File: config.mk
export PLATFORM = sky130hd
export DESIGN_NAME = lottery_process_scheduler
export DESIGN_NICKNAME = d
export VERILOG_FILES = /design/src/rtl/lps_pkg.sv /design/src/rtl/lottery_process_scheduler.sv /design/src/rtl/lps_ram.sv /design/src/rtl/lps_divider.sv
export VERILOG_INCLUDE_DIRS = /design/src /design/src/rtl
export SDC_FILE = /design/constraint.sdc
export NUM_CORES = 2
export LEC_CHECK = 0
export BUFFER_PORTS_ARGS = -buffer_cell sky130_fd_sc_hd__buf_2
export CELL_PAD_IN_SITES_DETAIL_PLACEMENT = 0
export CELL_PAD_IN_SITES_GLOBAL_PLACEMENT = 1
export CORE_MARGIN = 2
export CORE_UTILIZATION = 47
export DETAILED_ROUTE_END_ITERATION = 6
export GPL_TIMING_DRIVEN = 1
export PLACE_DENSITY = 0.79
export SYNTH_ARGS = -nofsm -noshare
export SYNTH_HDL_FRONTEND = slang
export SYNTH_HIERARCHICAL = 1
export SYNTH_SLANG_ARGS = --single-unit
File: constraint.sdc
create_clock -name clk -period 12.92 [get_ports clk]
set_input_delay 1.292 -clock clk [delete_from_list [all_inputs] [get_ports clk]]
set_output_delay 1.292 -clock clk [all_outputs]
set_load 0.005 [all_outputs]
File: src/rtl/lottery_process_scheduler_macros.svh
// assertion helpers for the lottery scheduler
`ifndef LOTTERY_PROCESS_SCHEDULER_MACROS_SVH
`define LOTTERY_PROCESS_SCHEDULER_MACROS_SVH

// implication checked on every clock, off during reset
`define LPS_ASSERT_IMP(label, ante, cons) \
    label: assert property (@(posedge clk) disable iff (!rst_n) (ante) |-> (cons)) \
        else $error("lottery scheduler check failed");

// next-cycle implication checked on every clock, off during reset
`define LPS_ASSERT_NEXT(label, ante, cons) \
    label: assert property (@(posedge clk) disable iff (!rst_n) (ante) |=> (cons)) \
        else $error("lottery scheduler check failed");

`endif

File: src/rtl/lps_pkg.sv
`default_nettype none
package lps_pkg;
    localparam int MaxProcesses = 16;
    localparam int NumProcessorsReset = 1;

    typedef enum logic [1:0] {
        ST_LOADED = 2'd0,
        ST_RAN    = 2'd1,
        ST_IDLE   = 2'd2,
        ST_FULL   = 2'd3
    } status_t;

    typedef enum logic [3:0] {
        S_IDLE,
        S_SUM_RD,
        S_SUM_ACC,
        S_DIV,
        S_PICK_RD,
        S_PICK_ACC,
        S_SEL_RD,
        S_SEL_WAIT,
        S_UPDATE,
        S_REPORT
    } state_t;

    localparam logic CMD_LOAD = 1'b0;
    localparam logic CMD_STEP = 1'b1;
endpackage
`default_nettype wire

File: src/rtl/lottery_process_scheduler.sv
`default_nettype none
// Lottery scheduler. A load (command 0) goes from start through the report state to its result
// strobe. A scheduling round (command 1) scans the process table in its memory at most twice,
// one entry per cycle, and runs a 31-step remainder unit in between. busy stays high until the
// result strobe; results appear for one cycle on done and cannot be held off, so the receiver
// must take them then.
module lottery_process_scheduler
    import lps_pkg::*;
#(
    parameter int MAX_PROCESSES = MaxProcesses
) (
    input  wire logic        clk,
    input  wire logic        rst_n,
    input  wire logic        psel,
    input  wire logic        penable,
    input  wire logic        pwrite,
    input  wire logic [1:0]  paddr,
    input  wire logic [31:0] pwdata,
    output logic [31:0]      prdata,
    output logic             pready,
    input  wire logic        start,
    output logic             busy,
    input  wire logic        command,
    input  wire logic [15:0] process_id,
    input  wire logic [15:0] tickets,
    input  wire logic [19:0] arrival_time,
    input  wire logic [15:0] burst_time,
    input  wire logic [30:0] random_value,
    output logic             done,
    output logic [1:0]       status,
    output logic [3:0]       slot,
    output logic [15:0]      chosen_id,
    output logic [3:0]       processor,
    output logic             finished,
    output logic [31:0]      completion_time,
    output logic [31:0]      turnaround,
    output logic [31:0]      waiting,
    output logic [31:0]      response,
    output logic [31:0]      time_now,
    output logic             all_done
);
    localparam int AW = $clog2(MAX_PROCESSES);
    localparam int CW = $clog2(MAX_PROCESSES + 1);
    // entry word: id, tickets, arrival, burst, remaining, response, started, done
    localparam int EW = 16 + 16 + 20 + 16 + 16 + 32 + 1 + 1;

    typedef struct packed {
        logic [15:0] id;
        logic [15:0] tk;
        logic [19:0] arr;
        logic [15:0] burst;
        logic [15:0] rem;
        logic [31:0] resp;
        logic        started;
        logic        fin;
    } entry_t;

    state_t state_reg, state_next;
    logic [4:0]    nproc_reg;
    logic [CW-1:0] count_reg, count_next;
    logic [CW-1:0] active_reg, active_next;
    logic [31:0]   time_reg, time_next;
    logic [CW-1:0] idx_reg, idx_next;
    logic [31:0]   total_reg, total_next;
    logic [31:0]   win_reg, win_next;
    logic [30:0]   rand_reg;
    logic          cmd_reg;
    logic          found_reg, found_next;
    logic [AW-1:0] sel_reg, sel_next;
    entry_t        upd_reg, upd_next;
    logic          wb_reg;

    logic          ram_we;
    logic [AW-1:0] ram_waddr, ram_raddr;
    entry_t        ram_wdata, ram_rdata;

    logic          div_start_reg, div_done;
    logic [31:0]   div_rem;

    logic [1:0]  status_reg;
    logic [3:0]  slot_reg, proc_reg;
    logic [15:0] chosen_reg;
    logic        fin_reg, done_reg;
    logic [31:0] comp_reg, tat_reg, wait_reg, resp_reg;

    logic        apb_wr;
    logic [4:0]  np_eff;
    logic        eligible;
    logic [31:0] sum_add;
    logic [31:0] time_inc;
    logic        row_valid;

    assign pready = 1'b1;
    assign apb_wr = psel && penable && pwrite;
    assign prdata = (paddr == 2'd0) ? {27'd0, nproc_reg} : 32'd0;
    assign busy   = (state_reg != S_IDLE);

    always_ff @(posedge clk or negedge rst_n)
    begin
        if (!rst_n)
        begin
            nproc_reg <= 5'(NumProcessorsReset);
        end
        else if (apb_wr && paddr == 2'd0)
        begin
            nproc_reg <= pwdata[4:0];
        end
    end

    assign np_eff   = (nproc_reg == 5'd0) ? 5'd1 : (nproc_reg > 5'd16 ? 5'd16 : nproc_reg);
    assign time_inc = (time_reg == 32'hFFFF_FFFF) ? time_reg : time_reg + 32'd1;

    // slot index mod processor count by compare and subtract of shifted divisors
    function automatic logic [3:0] proc_of(input logic [AW-1:0] s, input logic [4:0] np);
        logic [AW+4:0] r;
        r = (AW+5)'(s);
        for (int b = AW - 1; b >= 0; b--)
        begin
            if (r >= ((AW+5)'(np) << b))
            begin
                r = r - ((AW+5)'(np) << b);
            end
        end
        return r[3:0];
    endfunction

    lps_ram #(.WIDTH(EW), .DEPTH(MAX_PROCESSES)) u_ram (
        .clk   (clk),
        .we    (ram_we),
        .waddr (ram_waddr),
        .wdata (ram_wdata),
        .raddr (ram_raddr),
        .rdata (ram_rdata)
    );

    lps_divider u_div (
        .clk       (clk),
        .rst_n     (rst_n),
        .start     (div_start_reg),
        .dividend  (rand_reg),
        .divisor   (total_reg),
        .done      (div_done),
        .remainder (div_rem)
    );

    assign eligible  = !ram_rdata.fin && ({12'd0, ram_rdata.arr} <= time_reg);
    assign sum_add   = eligible ? {16'd0, ram_rdata.tk} : 32'd0;
    assign row_valid = (idx_reg < count_reg);

    always_comb
    begin
        state_next = state_reg;
        case (state_reg)
            S_IDLE:
            begin
                if (start)
                begin
                    state_next = (command == CMD_LOAD) ? S_REPORT : S_SUM_RD;
                end
            end
            S_SUM_RD:   state_next = (count_reg == '0) ? S_REPORT : S_SUM_ACC;
            S_SUM_ACC:
            begin
                if (idx_reg + CW'(1) >= count_reg)
                begin
                    state_next = S_DIV;
                end
            end
            S_DIV:
            begin
                if (total_reg == 32'd0)
                begin
                    state_next = S_REPORT;
                end
                else if (div_done)
                begin
                    state_next = S_PICK_RD;
                end
            end
            S_PICK_RD:  state_next = S_PICK_ACC;
            S_PICK_ACC:
            begin
                if (found_next || idx_reg + CW'(1) >= count_reg)
                begin
                    state_next = found_next ? S_SEL_RD : S_REPORT;
                end
            end
            S_SEL_RD:   state_next = S_SEL_WAIT;
            S_SEL_WAIT: state_next = S_UPDATE;
            S_UPDATE:   state_next = S_REPORT;
            S_REPORT:   state_next = S_IDLE;
            default:    state_next = S_IDLE;
        endcase
    end

    always_comb
    begin
        ram_raddr = idx_reg[AW-1:0];
        if (state_reg == S_PICK_ACC || state_reg == S_SUM_ACC)
        begin
            ram_raddr = AW'(idx_reg + CW'(1));
        end
        if (state_reg == S_SEL_RD || state_reg == S_SEL_WAIT)
        begin
            ram_raddr = sel_reg;
        end
        ram_we    = 1'b0;
        ram_waddr = count_reg[AW-1:0];
        ram_wdata = upd_reg;
        if (state_reg == S_IDLE && start && command == CMD_LOAD && count_reg != CW'(MAX_PROCESSES))
        begin
            ram_we    = 1'b1;
            ram_wdata = '{id: process_id, tk: tickets, arr: arrival_time, burst: burst_time,
                          rem: burst_time, resp: 32'd0, started: 1'b0, fin: 1'b0};
        end
        if (wb_reg)
        begin
            ram_we    = 1'b1;
            ram_waddr = sel_reg;
        end
    end

    always_comb
    begin
        count_next  = count_reg;
        active_next = active_reg;
        time_next   = time_reg;
        idx_next    = idx_reg;
        total_next  = total_reg;
        win_next    = win_reg;
        found_next  = found_reg;
        sel_next    = sel_reg;
        upd_next    = upd_reg;
        case (state_reg)
            S_IDLE:
            begin
                idx_next   = '0;
                total_next = '0;
                // a load against a full table is marked through found_reg for the report
                found_next = start && command == CMD_LOAD && count_reg == CW'(MAX_PROCESSES);
                if (start && command == CMD_LOAD && count_reg != CW'(MAX_PROCESSES))
                begin
                    sel_next    = count_reg[AW-1:0];
                    count_next  = count_reg + CW'(1);
                    active_next = active_reg + CW'(1);
                end
            end
            S_SUM_ACC:
            begin
                total_next = total_reg + sum_add;
                idx_next   = idx_reg + CW'(1);
            end
            S_DIV:
            begin
                if (div_done)
                begin
                    idx_next   = '0;
                    total_next = '0;
                    win_next   = div_rem + 32'd1;
                end
            end
            S_PICK_ACC:
            begin
                total_next = total_reg + sum_add;
                if (eligible && row_valid && total_reg + sum_add >= win_reg)
                begin
                    found_next = 1'b1;
                    sel_next   = idx_reg[AW-1:0];
                end
                else
                begin
                    idx_next = idx_reg + CW'(1);
                end
            end
            S_UPDATE:
            begin
                upd_next = ram_rdata;
                if (!ram_rdata.started)
                begin
                    upd_next.started = 1'b1;
                    upd_next.resp    = time_reg - {12'd0, ram_rdata.arr};
                end
                if (ram_rdata.rem != 16'd0)
                begin
                    upd_next.rem = ram_rdata.rem - 16'd1;
                end
                if (upd_next.rem == 16'd0)
                begin
                    upd_next.fin = 1'b1;
                    if (active_reg != '0)
                    begin
                        active_next = active_reg - CW'(1);
                    end
                end
                time_next = time_inc;
            end
            S_REPORT:
            begin
                if (cmd_reg == CMD_STEP && !found_reg)
                begin
                    time_next = time_inc;
                end
            end
            default:
            begin
            end
        endcase
    end

    // write-back of the selected entry is issued in the cycle after the update is formed
    always_ff @(posedge clk or negedge rst_n)
    begin
        if (!rst_n)
        begin
            state_reg     <= S_IDLE;
            count_reg     <= '0;
            active_reg    <= '0;
            time_reg      <= '0;
            done_reg      <= 1'b0;
            found_reg     <= 1'b0;
            wb_reg        <= 1'b0;
            div_start_reg <= 1'b0;
        end
        else
        begin
            state_reg     <= state_next;
            count_reg     <= count_next;
            active_reg    <= active_next;
            time_reg      <= time_next;
            done_reg      <= (state_reg == S_REPORT);
            found_reg     <= found_next;
            wb_reg        <= (state_reg == S_UPDATE);
            // divider starts once the full ticket total is registered
            div_start_reg <= (state_reg == S_SUM_ACC) && (idx_reg + CW'(1) >= count_reg)
                             && (total_next != 32'd0);
        end
    end

    always_ff @(posedge clk)
    begin
        idx_reg   <= idx_next;
        total_reg <= total_next;
        win_reg   <= win_next;
        sel_reg   <= sel_next;
        upd_reg   <= upd_next;
        if (state_reg == S_IDLE && start)
        begin
            rand_reg <= random_value;
            cmd_reg  <= command;
        end
    end

    // result register, filled in the report state
    always_ff @(posedge clk)
    begin
        if (state_reg == S_REPORT)
        begin
            status_reg <= ST_IDLE;
            slot_reg   <= '0;
            proc_reg   <= '0;
            chosen_reg <= '0;
            fin_reg    <= 1'b0;
            comp_reg   <= '0;
            tat_reg    <= '0;
            wait_reg   <= '0;
            resp_reg   <= '0;
            if (cmd_reg == CMD_LOAD)
            begin
                if (found_reg)
                begin
                    status_reg <= ST_FULL;
                end
                else
                begin
                    status_reg <= ST_LOADED;
                    slot_reg   <= 4'(sel_reg);
                    proc_reg   <= proc_of(sel_reg, np_eff);
                end
            end
            if (cmd_reg == CMD_STEP && found_reg)
            begin
                status_reg <= ST_RAN;
                slot_reg   <= 4'(sel_reg);
                proc_reg   <= proc_of(sel_reg, np_eff);
                chosen_reg <= upd_reg.id;
                resp_reg   <= upd_reg.resp;
                if (upd_reg.fin)
                begin
                    fin_reg  <= 1'b1;
                    comp_reg <= time_reg;
                    tat_reg  <= time_reg - {12'd0, upd_reg.arr};
                    wait_reg <= (time_reg - {12'd0, upd_reg.arr} >= {16'd0, upd_reg.burst})
                              ? time_reg - {12'd0, upd_reg.arr} - {16'd0, upd_reg.burst}
                              : 32'd0;
                end
            end
        end
    end

    assign done            = done_reg;
    assign status          = status_reg;
    assign slot            = slot_reg;
    assign chosen_id       = chosen_reg;
    assign processor       = proc_reg;
    assign finished        = fin_reg;
    assign completion_time = comp_reg;
    assign turnaround      = tat_reg;
    assign waiting         = wait_reg;
    assign response        = resp_reg;
    assign time_now        = time_reg;
    assign all_done        = (active_reg == '0);

    `include "lottery_process_scheduler_macros.svh"

    `LPS_ASSERT_NEXT(a_done_after_report, state_reg == S_REPORT, done)
    `LPS_ASSERT_IMP(a_active_le_count, 1'b1, active_reg <= count_reg)
    `LPS_ASSERT_IMP(a_idle_when_done, done, !busy)
    `LPS_ASSERT_NEXT(a_wb_follows_update, state_reg == S_UPDATE, wb_reg)
endmodule
`default_nettype wire

File: src/rtl/lps_ram.sv
`default_nettype none
module lps_ram #(
    parameter int WIDTH = 8,
    parameter int DEPTH = 16
) (
    input  wire logic                     clk,
    input  wire logic                     we,
    input  wire logic [$clog2(DEPTH)-1:0] waddr,
    input  wire logic [WIDTH-1:0]         wdata,
    input  wire logic [$clog2(DEPTH)-1:0] raddr,
    output logic [WIDTH-1:0]              rdata
);
    logic [WIDTH-1:0] mem [DEPTH];

    always_ff @(posedge clk)
    begin
        if (we)
        begin
            mem[waddr] <= wdata;
        end
        rdata <= mem[raddr];
    end
endmodule
`default_nettype wire

File: src/rtl/lps_divider.sv
`default_nettype none
// restoring remainder of a 31-bit dividend by a 32-bit divisor, one bit per cycle
module lps_divider
    import lps_pkg::*;
(
    input  wire logic        clk,
    input  wire logic        rst_n,
    input  wire logic        start,
    input  wire logic [30:0] dividend,
    input  wire logic [31:0] divisor,
    output logic             done,
    output logic [31:0]      remainder
);
    logic [4:0]  count_reg, count_next;
    logic        run_reg, run_next;
    logic [30:0] quot_reg, quot_next;
    logic [32:0] rem_reg, rem_next;
    logic [31:0] div_reg, div_next;
    logic [32:0] shifted;

    always_comb
    begin
        count_next = count_reg;
        run_next   = run_reg;
        quot_next  = quot_reg;
        rem_next   = rem_reg;
        div_next   = div_reg;
        shifted    = {rem_reg[31:0], quot_reg[30]};
        done       = 1'b0;
        if (start)
        begin
            run_next   = 1'b1;
            count_next = 5'd0;
            quot_next  = dividend;
            rem_next   = '0;
            div_next   = divisor;
        end
        else if (run_reg)
        begin
            quot_next = {quot_reg[29:0], 1'b0};
            if (shifted >= {1'b0, div_reg})
            begin
                rem_next = shifted - {1'b0, div_reg};
            end
            else
            begin
                rem_next = shifted;
            end
            count_next = count_reg + 5'd1;
            if (count_reg == 5'd30)
            begin
                run_next = 1'b0;
                done     = 1'b1;
            end
        end
    end

    assign remainder = rem_next[31:0];

    always_ff @(posedge clk or negedge rst_n)
    begin
        if (!rst_n)
        begin
            run_reg   <= 1'b0;
            count_reg <= '0;
        end
        else
        begin
            run_reg   <= run_next;
            count_reg <= count_next;
        end
    end

    always_ff @(posedge clk)
    begin
        quot_reg <= quot_next;
        rem_reg  <= rem_next;
        div_reg  <= div_next;
    end
endmodule
`default_nettype wire
==> summary.md <==
| Metric | Value |
|---|---|
| Grt ovf | 0 |
| Pleak | between 40 and 50 nW |
| Via count | between 50k and 60k |
| Reg area | about 74000 sq um |
| Num Clock Sinks | 2539 |
| VDD IR-drop max | roughly 0.42 mV |
| TritonCTS clock tree | yes |
| Placed Instances | 9193 |
| Initial antenna violation count | 24 |
| Synth top area share | between 60% and 70% |
| Setup TNS | 0 ns |
| Fmax | around 0.12 GHz |
| Area delta synth->final | 13.3% |
| Run status | finished, final reports clean |
| Resized Gates After CTS | 0 |
| DRT Wirelength | around 260000 um |
| DR DRC count | 0 |
| Hold buffer count at CTS | 0 |
| DP HPWL | ~140000 um |
| Most used routing layer | met2 |
| Starting Density | between 40% and 50% |
| Fin cells | 9676 |
| Crit end category | flop |
| Yosys top cell by area | edfxtp_1 |
| First-pass iteration count of the detailed router | 5 |
| Row count | roughly 170 |
| Clock root buffer | clkbuf_16 |
| Die W | 475 um |
| Die Y-Extent | between 400 and 500 um |
| Core region area | between 200000 and 250000 sq um |
| Fin crit share | approximately 66% |
| Max-slew violations | 0 |
| Crit path top cell by count | o21ai_0 |
| Post-Synthesis Cell Area | 104000 sq um |
| PnR worst setup slack | roughly 4.4 ns |
| CTS Buf Count | around 280 |
| Max FO, Critical Path | 9 |
| Minimum clock period | roughly 8.5 ns |
| Post-synthesis sequential area ratio | just over 70% |
| Final Hold Viols | 0 |
| Largest net degree at the start of global routing | between 150 and 200 |
| DIE AREA | around 230000 sq um |
| Area after DPL | approximately 110000 sq um |
| Finished Cell Area | roughly 120000 sq um |
| Slowest cell delay on critical path | about 0.66 ns |
| Mapped Avg Cell Area | approximately 17 sq um |
| Top FF cell, synth | edfxtp_1 |
| FF+latch count, synth | 2539 |
| Max_slew headroom | roughly a fifth |
| Area contributors post-synth | edfxtp_1 (66%), mux4_2 (10%), dfxtp_1 (3.5%) |
| EDFF count, synth | approximately 2.3k |
| Critical path arrival | 9.10 ns |
| First-pass GRT wire length | about 380000 um |
| Most common cell after layout, fill and taps aside | edfxtp_1 |
| Vias in the first global route | ~57k |
| Worst slew pin tran | about 1.2 ns |
| Clock buffer depth | 4 |
| P per Cell Area | 221 nW/um^2 |
| Via density | 5.98 |
| Worst setup SP type | flop |
| Setup Fix Bufs, Post-CTS | 0 |
| WS Path Type | flop to flop |
| Filler cells | between 15k and 20k |
| Max-Cap Viols | 0 |
| Path category of the worst min-delay check | flop to flop |
| Total Routing Usage GR | 23.2% |
| Final Skew | slightly above 0.07 ns |
| Port Buf Inserts | 307 |
| YS warnings | 6 |
| FFs w/ async S/R, synth | between 2 and 2.5% |
| Cell count after synthesis | between 6k and 7k |
| Largest register FFs | ~1.9k |
| Remaining antenna violation count | 0 |
| Met1 Resource Use GR | 33.8% |
| GPL Wtd Cong | 0.870 |
| Top-Level Pins | approximately 360 |
| Worst-path cell with the longest stage delay | or4b_1 |
| Synth unique cells | approximately 120 |
| RSZ-0062 raised after global routing | false |
| Skew-Pair Late Insertion Delay | around 0.94 ns |
| WP data required | 13.54 ns |
| Placement Setup Slack | roughly 4.6 ns |
| Met3 usage | under 10% |
| Met2 Use GR | 36.0% |
| Nets | between 6k and 7k |
| Footprint of the multi-input gates | roughly 28000 sq um |
| Most frequent cells in the layout | edfxtp_1 (2296), nand2_1 (488), mux4_2 (472) |
| Iteration-0 DRC Markers | 6697 |
| H-tree depth | 5 |
| Final setup fails | 0 |
| Clock-pin slew on the worst setup and hold paths | roughly 0.06 ns |
| DR WL/cell | 27.2 um |
| Layout cells sized above 1 | between 20% and 30% |
-- routing by layer --
layer  part of all wire (%)  up-vias
li1                       -    24800
met1                     42    29779
met2                     46     2864
met3                    9.4      383
met4                    2.7        0
met5                      0        -
-- cell usage after synthesis, types with 54 or more instances --
library cell	count
dfxtp_1	182
mux4_2	472
xor2_1	82
a21oi_1	129
o21ai_0	165
nand2_1	488
buf_2	64
and2_1	119
xnor2_1	149
nand3_1	81
a22oi_1	240
and3_1	80
nand4_1	54
inv_1	193
nor2_1	213
ha_1	175
edfxtp_1	2296
dfrtp_1	60
clkbuf_1	155
a21o_1	57
-- through the flow --
step / utilization, % / total power [mW] / hold WS, ns
6_report: 53.6 / 26.1 / 0.393
5_1_grt: 53.6 / 27.2 / 0.399
4_1_cts: 53.6 / 26.2 / 0.396
3_5_place_dp: 49.6 / 18.5 / 0.389
3_3_place_gp: 49.6 / 18.4 / 0.386
2_1_floorplan: - / 16.3 / 0.386
-- area by class of cell --
cell class | count | share of cell area, %
clock buffers | 372 | 6.56
well taps | 2958 | 3.14
diodes | 7 | 0.0149
repair buffers | 413 | 2.13
clock inverters | 104 | 0.902
inverters | 194 | 0.624
flip-flops and latches | 2539 | 62.9
multi-input cells | 3089 | 23.8
-- path summary, 6_finish.rpt --
kind                                       from       endpoint  slack [ns]  depth (start not counted)
worst max-delay path               nproc_reg[2]   processor[2]        4.44                         34
worst min-delay path            u_ram/rdata[53]    upd_reg[53]        0.39                          0
worst max register to register     nproc_reg[2]   processor[2]        4.44                         34
worst min register to register  u_ram/rdata[53]    upd_reg[53]        0.39                          0
max in group asynchronous                 rst_n  div_start_reg       11.63                          1
min in group asynchronous                 rst_n   nproc_reg[3]        0.55                          1
-- kinds of logic after synthesis --
family	after synthesis	share of synthesized area, %
xor gates and xnor gates	231	1.94
buffers and inverters	502	2.14
and+or+nand+nor	1260	5.95
AOI/OAI and AO/OA	849	5.60
muxes	537	10.9
other	2	0.00721
DFF	2539	71.2
adders and majority gates	184	2.28
-- worst max-delay path: cells and delay by family, from the launching register on --
| kind | cells | cell delay [ns] |
|---|---|---|
| mux | 4 | 1.36 |
| buf+inv | 1 | 0.07 |
| flops | 1 | 0.41 |
| fa+ha+maj | 4 | 1.19 |
| compound gates | 11 | 2.11 |
| simple gates | 14 | 3.05 |
-- power breakdown --
group / total, mW / leakage, nW / switching [mW] / internal (mW)
clock network: 7.70 / 4.29 / 3.12 / 4.58
logic: 7.58 / 13.6 / 4.58 / 3.00
registers: 10.8 / 23.0 / 0.382 / 10.5
total: 26.1 / 40.9 / 8.08 / 18.0
No activity file was read; power rests on OpenSTA's default activity.
